===== config.mk =====
export PLATFORM = sky130hd
export DESIGN_NAME = touch_median_sampler_flat
export DESIGN_NICKNAME = d
export VERILOG_FILES = /design/src/tms_pkg.sv /design/src/tms_if.sv /design/src/touch_median_sampler.sv /design/src/tms_cell.sv /design/src/flat_wrapper.sv
export SDC_FILE = /design/constraint.sdc
export NUM_CORES = 1
export LEC_CHECK = 0
export BUFFER_PORTS_ARGS = -buffer_cell sky130_fd_sc_hd__buf_4
export CORE_MARGIN = 3
export CORE_UTILIZATION = 60
export CTS_BUF_LIST = sky130_fd_sc_hd__clkbuf_16
export DETAILED_ROUTE_END_ITERATION = 8
export PLACE_DENSITY = 0.75
export RECOVER_POWER = 50
export SLEW_MARGIN = 20
export SYNTH_ARGS = -nofsm -noshare
export SYNTH_HDL_FRONTEND = slang
export SYNTH_SLANG_ARGS = --single-unit
export TNS_END_PERCENT = 20

===== constraint.sdc =====
create_clock -name clk -period 7.2 [get_ports clk]
set_clock_uncertainty 0.15 [all_clocks]
set_input_delay 0.72 -clock clk [delete_from_list [all_inputs] [get_ports clk]]
set_output_delay 0.72 -clock clk [all_outputs]
set_load 0.1 [all_outputs]

===== src/tms_pkg.sv =====
// ----------------------------------------------------------------------------
// Touch median sampler package
// Shared defaults and the link type between neighboring sort cells.
// ----------------------------------------------------------------------------
package tms_pkg;

	// Default number of samples in one axis group.
	localparam int WINDOW_LEN_DEF = 7;
	// Default converter sample width.
	localparam int SAMPLE_BITS_DEF = 12;

	// Status that one sort cell hands to its right-hand neighbor.
	typedef struct packed {
		logic gt;   // cell is empty or its value exceeds the new sample
	} tms_link_t;

endpackage : tms_pkg


===== src/tms_if.sv =====
// ----------------------------------------------------------------------------
// Touch median sampler channels
// Valid/ready channels for converter samples and for filtered positions.
// ----------------------------------------------------------------------------
interface tms_adc_if #(
	parameter int SAMPLE_BITS = 12
);
	logic                   valid;
	logic                   ready;
	logic                   pressed;
	logic [SAMPLE_BITS-1:0] sample;

	modport source (output valid, output pressed, output sample, input ready);
	modport sink   (input valid, input pressed, input sample, output ready);
endinterface : tms_adc_if

interface tms_pos_if #(
	parameter int SAMPLE_BITS = 12
);
	logic                   valid;
	logic                   ready;
	logic [SAMPLE_BITS-1:0] pos_x;
	logic [SAMPLE_BITS-1:0] pos_y;
	logic                   touched;

	modport source (output valid, output pos_x, output pos_y, output touched, input ready);
	modport sink   (input valid, input pos_x, input pos_y, input touched, output ready);
endinterface : tms_pos_if


===== src/touch_median_sampler.sv =====
// ----------------------------------------------------------------------------
// Touch median sampler
// Qualifies touch-panel readings: median of each axis group of samples,
// held X/Y position, reported touched after a full reading or untouched
// whenever the panel is released.
// ----------------------------------------------------------------------------
// Throughput: one item per cycle while the output register is empty or being
// taken; each sample is sorted into a chain of WINDOW_LEN cells in the cycle
// it is accepted, and the median is taken from the chain's next-state at the
// middle cell. A result is registered when the item that ends it is accepted.
// Reset: phase returns to the discard-X step, held positions clear to zero,
// the output register empties; sample cells are not reset.
module touch_median_sampler
	import tms_pkg::*;
#(
	parameter int WINDOW_LEN  = WINDOW_LEN_DEF,
	parameter int SAMPLE_BITS = SAMPLE_BITS_DEF
) (
	input logic clk,
	input logic arst_n,
	tms_adc_if.sink   adc,
	tms_pos_if.source pos
);

	localparam int GROUP_LEN = WINDOW_LEN + 1;
	localparam int SEQ_LEN   = 2 * GROUP_LEN;
	localparam int PH_W      = $clog2(SEQ_LEN);
	localparam int MID       = WINDOW_LEN / 2;

	logic [PH_W-1:0]        phase_q;
	logic [SAMPLE_BITS-1:0] held_x_q;
	logic [SAMPLE_BITS-1:0] held_y_q;
	logic                   out_valid_q;
	logic [SAMPLE_BITS-1:0] pos_x_q;
	logic [SAMPLE_BITS-1:0] pos_y_q;
	logic                   touched_q;

	logic                   acc;
	logic                   ins;
	logic                   last_x;
	logic                   last_y;
	logic [PH_W-1:0]        fill;
	logic [SAMPLE_BITS-1:0] median;

	tms_link_t              link [WINDOW_LEN];
	logic [SAMPLE_BITS-1:0] val  [WINDOW_LEN];
	logic [SAMPLE_BITS-1:0] nxt  [WINDOW_LEN];

	// The output register frees up when its item is taken.
	assign adc.ready = !out_valid_q || pos.ready;
	assign acc       = adc.valid && adc.ready;

	// Sequence decode: discard steps write nothing.
	assign last_x = (phase_q == PH_W'(GROUP_LEN - 1));
	assign last_y = (phase_q == PH_W'(SEQ_LEN - 1));
	assign ins    = acc && adc.pressed && (phase_q != '0) && (phase_q != PH_W'(GROUP_LEN));

	// Samples already in the chain for the current group.
	always_comb begin
		if (phase_q < PH_W'(GROUP_LEN)) begin
			fill = phase_q - PH_W'(1);
		end else begin
			fill = phase_q - PH_W'(GROUP_LEN + 1);
		end
	end

	// Insertion chain of sort cells, smallest value on the left.
	for (genvar i = 0; i < WINDOW_LEN; i++) begin : g_cell
		tms_link_t              left_link;
		logic [SAMPLE_BITS-1:0] left_val;

		if (i == 0) begin : g_head
			assign left_link = '0;
			assign left_val  = '0;
		end else begin : g_body
			assign left_link = link[i-1];
			assign left_val  = val[i-1];
		end

		tms_cell #(
			.SAMPLE_BITS (SAMPLE_BITS)
		) u_cell (
			.clk       (clk),
			.ins       (ins),
			.occ       (PH_W'(i) < fill),
			.sample    (adc.sample),
			.left_link (left_link),
			.left_val  (left_val),
			.link      (link[i]),
			.val       (val[i]),
			.nxt       (nxt[i])
		);
	end

	// Median of the group once its last sample is sorted in.
	assign median = nxt[MID];

	// Sequence position.
	always_ff @(posedge clk or negedge arst_n) begin
		if (!arst_n) begin
			phase_q <= '0;
		end else if (acc) begin
			if (!adc.pressed || last_y) begin
				phase_q <= '0;
			end else begin
				phase_q <= phase_q + PH_W'(1);
			end
		end
	end

	// Held positions.
	always_ff @(posedge clk or negedge arst_n) begin
		if (!arst_n) begin
			held_x_q <= '0;
			held_y_q <= '0;
		end else if (ins) begin
			if (last_x) begin
				held_x_q <= median;
			end
			if (last_y) begin
				held_y_q <= median;
			end
		end
	end

	// Output register flag.
	always_ff @(posedge clk or negedge arst_n) begin
		if (!arst_n) begin
			out_valid_q <= 1'b0;
		end else if (acc && (!adc.pressed || last_y)) begin
			out_valid_q <= 1'b1;
		end else if (pos.ready) begin
			out_valid_q <= 1'b0;
		end
	end

	// Output register payload.
	always_ff @(posedge clk) begin
		if (acc && !adc.pressed) begin
			pos_x_q   <= held_x_q;
			pos_y_q   <= held_y_q;
			touched_q <= 1'b0;
		end else if (acc && last_y) begin
			pos_x_q   <= held_x_q;
			pos_y_q   <= median;
			touched_q <= 1'b1;
		end
	end

	assign pos.valid   = out_valid_q;
	assign pos.pos_x   = pos_x_q;
	assign pos.pos_y   = pos_y_q;
	assign pos.touched = touched_q;

	// A completed reading leaves a touched result and restarts the sequence.
	a_touched_after_last: assert property (@(posedge clk) disable iff (!arst_n)
		acc && adc.pressed && last_y |=> out_valid_q && touched_q && (phase_q == '0))
		else $error("completed reading did not produce a touched result");

	// A release leaves an untouched result and restarts the sequence.
	a_release: assert property (@(posedge clk) disable iff (!arst_n)
		acc && !adc.pressed |=> out_valid_q && !touched_q && (phase_q == '0))
		else $error("release did not produce an untouched result");

	// Mid-sequence samples produce no result and advance the phase.
	a_mid_no_result: assert property (@(posedge clk) disable iff (!arst_n)
		acc && adc.pressed && !last_y && !out_valid_q |=>
		!out_valid_q && (phase_q == $past(phase_q) + PH_W'(1)))
		else $error("mid-sequence sample produced a result or lost its step");

	// A new X median only lands at the end of the X group.
	a_held_x: assert property (@(posedge clk) disable iff (!arst_n)
		!(acc && adc.pressed && last_x) |=> $stable(held_x_q))
		else $error("held X position changed outside the end of the X group");

endmodule : touch_median_sampler


===== src/tms_cell.sv =====
// ----------------------------------------------------------------------------
// Touch median sampler sort cell
// One slot of the insertion chain: keeps its value, shifts in its left
// neighbor's value, or takes the new sample, so the chain stays sorted.
// ----------------------------------------------------------------------------
module tms_cell
	import tms_pkg::*;
#(
	parameter int SAMPLE_BITS = SAMPLE_BITS_DEF
) (
	input  logic                   clk,
	input  logic                   ins,
	input  logic                   occ,
	input  logic [SAMPLE_BITS-1:0] sample,
	input  tms_link_t              left_link,
	input  logic [SAMPLE_BITS-1:0] left_val,
	output tms_link_t              link,
	output logic [SAMPLE_BITS-1:0] val,
	output logic [SAMPLE_BITS-1:0] nxt
);

	logic [SAMPLE_BITS-1:0] val_q;

	// An empty cell counts as larger than any sample.
	always_comb begin
		link.gt = !occ || (val_q > sample);
	end

	// Keep a value no larger than the sample, else take the neighbor's value if it moves right,
	// else the new sample lands here.
	always_comb begin
		if (!link.gt) begin
			nxt = val_q;
		end else if (left_link.gt) begin
			nxt = left_val;
		end else begin
			nxt = sample;
		end
	end

	always_ff @(posedge clk) begin
		if (ins) begin
			val_q <= nxt;
		end
	end

	assign val = val_q;

endmodule : tms_cell


===== src/flat_wrapper.sv =====
// flat-port wrapper written by rule: the top's interface ports become plain ports
module touch_median_sampler_flat import tms_pkg::*;
#(
	parameter int WINDOW_LEN  = WINDOW_LEN_DEF,
	parameter int SAMPLE_BITS = SAMPLE_BITS_DEF
)
  (clk, arst_n, adc_valid, adc_pressed, adc_sample, adc_ready, pos_valid, pos_pos_x, pos_pos_y, pos_touched, pos_ready);
  tms_adc_if #(.SAMPLE_BITS(SAMPLE_BITS)) adc_i ();
  tms_pos_if #(.SAMPLE_BITS(SAMPLE_BITS)) pos_i ();
  input logic clk;
  input logic arst_n;
  input wire logic [$bits(adc_i.valid)-1:0] adc_valid;
  input wire logic [$bits(adc_i.pressed)-1:0] adc_pressed;
  input wire logic [$bits(adc_i.sample)-1:0] adc_sample;
  output wire logic [$bits(adc_i.ready)-1:0] adc_ready;
  output wire logic [$bits(pos_i.valid)-1:0] pos_valid;
  output wire logic [$bits(pos_i.pos_x)-1:0] pos_pos_x;
  output wire logic [$bits(pos_i.pos_y)-1:0] pos_pos_y;
  output wire logic [$bits(pos_i.touched)-1:0] pos_touched;
  input wire logic [$bits(pos_i.ready)-1:0] pos_ready;
  assign adc_i.valid = adc_valid;
  assign adc_i.pressed = adc_pressed;
  assign adc_i.sample = adc_sample;
  assign adc_ready = adc_i.ready;
  assign pos_valid = pos_i.valid;
  assign pos_pos_x = pos_i.pos_x;
  assign pos_pos_y = pos_i.pos_y;
  assign pos_touched = pos_i.touched;
  assign pos_i.ready = pos_ready;
  touch_median_sampler #(.WINDOW_LEN(WINDOW_LEN), .SAMPLE_BITS(SAMPLE_BITS)) u_core (.clk(clk), .arst_n(arst_n), .adc(adc_i), .pos(pos_i));
endmodule

==> run summary <==
Slew margin rel. -> -12.3%
Synth top area share -> 34.0%
Clock Path Buffers -> 2
Worst path top cell family by delay -> compound AO/OA/AOI/OAI gates
Hold Slack -> 0.298 ns
Gates resized, CTS repair -> 0
DIE HEIGHT -> 109 um
Via count -> 4770
Synth cell types -> 60
CTS hold repair buffers -> 0
Combinational share of power -> 28.9%
Crit-path max FO -> 25
Num CTS Buffers -> 9
Top-Level Pins -> 44
CTS tree -> done
Async SR Flop Fraction -> 28.4%
GR Overflow Total -> 0
Commonest cells after routing, fill and taps aside -> 72 x edfxtp_1, 51 x ha_1, 45 x a21oi_1
Clock root buffer master -> clkbuf_16
Core area -> 10000 um2
Layer with the highest usage -> met2
Fmax -> 291 MHz
Met2 capacity usage during global routing -> 40.7%
# H-tree levels -> 3
WL per Instance -> 19.6 um
Switching Fraction -> 35.7%
Worst Setup Slack, final -> 3.77 ns
P_int -> 1060 uW
Number of synthesized flops with an enable pin -> 72
Die width -> 109 um
Vias per inst -> 6.54
Post-synthesis net count -> 628
Fraction of layout cells with a size suffix above 1 -> 14.3%
CP Buf/Inv Count -> 2
Slew Viols, Final -> 30
Transition time of the tightest slew-check pin -> 1.68 ns
Layout filler cell count -> 793
Synth Area per Inst -> 11.3 um2
Crit-path most repeated cell -> o21ai_1
Initial antenna violation count -> 0
Status -> finished with violations
Arrival @ worst endpoint -> 3.48 ns
Fin crit period -> 3.43 ns
DRC Markers -> 0
Final TNS setup -> 0 ns
Mapped Area -> 6350 um2
Estimated wirelength of the detail-placed design -> 10500 um
DP Worst Slack -> 3.20 ns
Clock transition at path regs -> 0.07 ns
WL final -> 14300 um
Layout Nets -> 659
Post-CTS Setup Inserts -> 0
Largest cells by area after synthesis -> edfxtp_1 34%, dfrtp_1 11%, ha_1 10%
Final GP Congestion -> 0.928
Critical Path Source Type -> primary input
PD cells -> 241 nW/um2
RSZ-0062 raised after global routing -> no
Hold Path Class -> reg -> reg
Clock power share -> 28.0%
Req. time, crit path -> 7.25 ns
Crit Path Category -> in -> reg
Final core utilization -> 68.1%
Yosys top cell by area -> edfxtp_1
Worst vdd ir -> 0.126 mV
Die ar. -> 11900 um2
Synth Instances -> 560
Share of the yosys chip area belonging to registers -> 45.8%
Top FF cell, synth -> edfxtp_1
Initial DRT Pass Iterations -> 8
DRT antenna net count -> 0
Vias in the first global route -> 4726
P_leak -> 0.00264 uW
Starting density of the core -> 63.2%
NetSw -> 589 uW
Power share of the sequential group -> 43.2%
Setup violators final -> 0
Critical Path Max Stage Delay -> 0.61 ns
Global-route wire length before repair -> 23500 um
Synth Register Bits -> 102
Crit path cell chain -> clkbuf_1, inv_1, ha_1, a21oi_1, o21ai_1, or3_1, o21ba_1, o21ai_2, o21ai_1
Ant diodes -> 0
Failing checks -> capacitance limit, slew limit
Met3 usage -> 3.37%
Initial DRC Count -> 312
Final hold vios -> 0
I/O Buffers -> 43
GRT Util Overall -> 25.2%
Area grow syn2layout -> 7.78%
Most common cell after layout, fill and taps aside -> edfxtp_1
Slowest-stage cell, CP -> o21ai_2
Nature of the critical path endpoint -> flip-flop
Synth warn -> 0
Clk Latency, worst-skew pair -> 0.35 ns
Part of the cycle the worst path needs -> 47.7%
Largest net degree at the start of global routing -> 30
FP Rows -> 36
Met1 Use GR -> 33.2%
Sink Count -> 102
Max cap viols -> 1
==> through the flow <==
| step | std cells | total power (uW) | area [um2] |
|---|---|---|---|
| final | 729 | 1650 | 6840 |
| after global routing | 729 | 1720 | 6840 |
| after CTS | 729 | 1660 | 6990 |
| after detailed placement | 713 | 1210 | 6710 |
| after global placement | 713 | 1190 | 6710 |
| after floorplan | 560 | 1090 | 6350 |
==> power by group through the flow <==
stage | clock, uW | sequential (uW) | combinational [uW]
2_1_floorplan | 0 | 796 | 299
3_3_place_gp | 0 | 723 | 468
3_5_place_dp | 0 | 725 | 481
4_1_cts | 465 | 713 | 483
5_1_grt | 488 | 717 | 517
6_report | 463 | 713 | 477
==> final timing paths <==
| check | end | cells after the start | slack [ns] | start |
|---|---|---|---|---|
| worst min-delay path | u_core.pos.pos_x[10]$_DFFE_PP_ | 0 | 0.30 | u_core.held_x_q[10]$_DFFE_PN0P_ |
| worst max register to register | u_core.held_x_q[1]$_DFFE_PN0P_ | 7 | 3.93 | u_core.g_cell[3].u_cell.val[9]$_DFFE_PP_ |
| min in group asynchronous | u_core.held_x_q[8]$_DFFE_PN0P_ | 1 | 0.65 | arst_n |
| worst max-delay path | u_core.held_x_q[1]$_DFFE_PN0P_ | 9 | 3.77 | adc_sample[9] |
| worst min register to register | u_core.pos.pos_x[10]$_DFFE_PP_ | 0 | 0.30 | u_core.held_x_q[10]$_DFFE_PN0P_ |
| max in group asynchronous | u_core.held_x_q[3]$_DFFE_PN0P_ | 1 | 5.27 | arst_n |
==> flip-flops by register name (all words and copies together) (netlist names) <==
signal                    cells
u_core.held_x_q              12
u_core.phase_q                4
u_core.g_cell.u_cell.val     48
u_core.pos.pos_x             12
u_core.pos.valid              1
u_core.held_y_q              12
u_core.pos.pos_y             12
u_core.pos.touched            1
==> cell usage after synthesis, types with 11 or more instances <==
cell type / count
edfxtp_1: 72
o221ai_2: 12
nand2b_1: 12
nor2b_1: 27
a41oi_1: 25
mux2_1: 21
inv_1: 20
a21oi_1: 47
o21ai_1: 28
nand2_1: 44
nor4_1: 13
nor3_1: 13
dfrtp_1: 29
ha_1: 51
buf_2: 12
clkbuf_1: 11
==> cells by family (layout without fill, tap and decap cells) <==
kind of cell / after synthesis / count (layout) / share of synthesized area [%]
AO/OA/AOI/OAI: 164 / 164 / 19.2
XOR/XNOR: 1 / 1 / 0.138
adder cells (fa/ha/maj): 51 / 51 / 10.0
buffers and inverters: 53 / 89 / 4.39
flip-flops: 102 / 102 / 45.8
multiplexers: 24 / 24 / 4.26
AND/OR/NAND/NOR: 165 / 165 / 16.2
==> layer usage <==
metal	part of all wire [%]	wire [um]
met5	0	0
met4	3.4	494
met3	5.6	808
met2	48	6840
met1	43	6180
==> area by class of cell <==
| type | count | area, um2 | area share (%) |
|---|---|---|---|
| sequential | 102 | 2910 | 42.5 |
| tap | 133 | 166 | 2.43 |
| inverter | 21 | 78.8 | 1.15 |
| timing repair buffer | 52 | 236 | 3.46 |
| clock buffer | 9 | 225 | 3.29 |
| multi-input combinational | 405 | 3180 | 46.5 |
| clock inverter | 7 | 48.8 | 0.713 |
(Power assumes the default switching activity.)
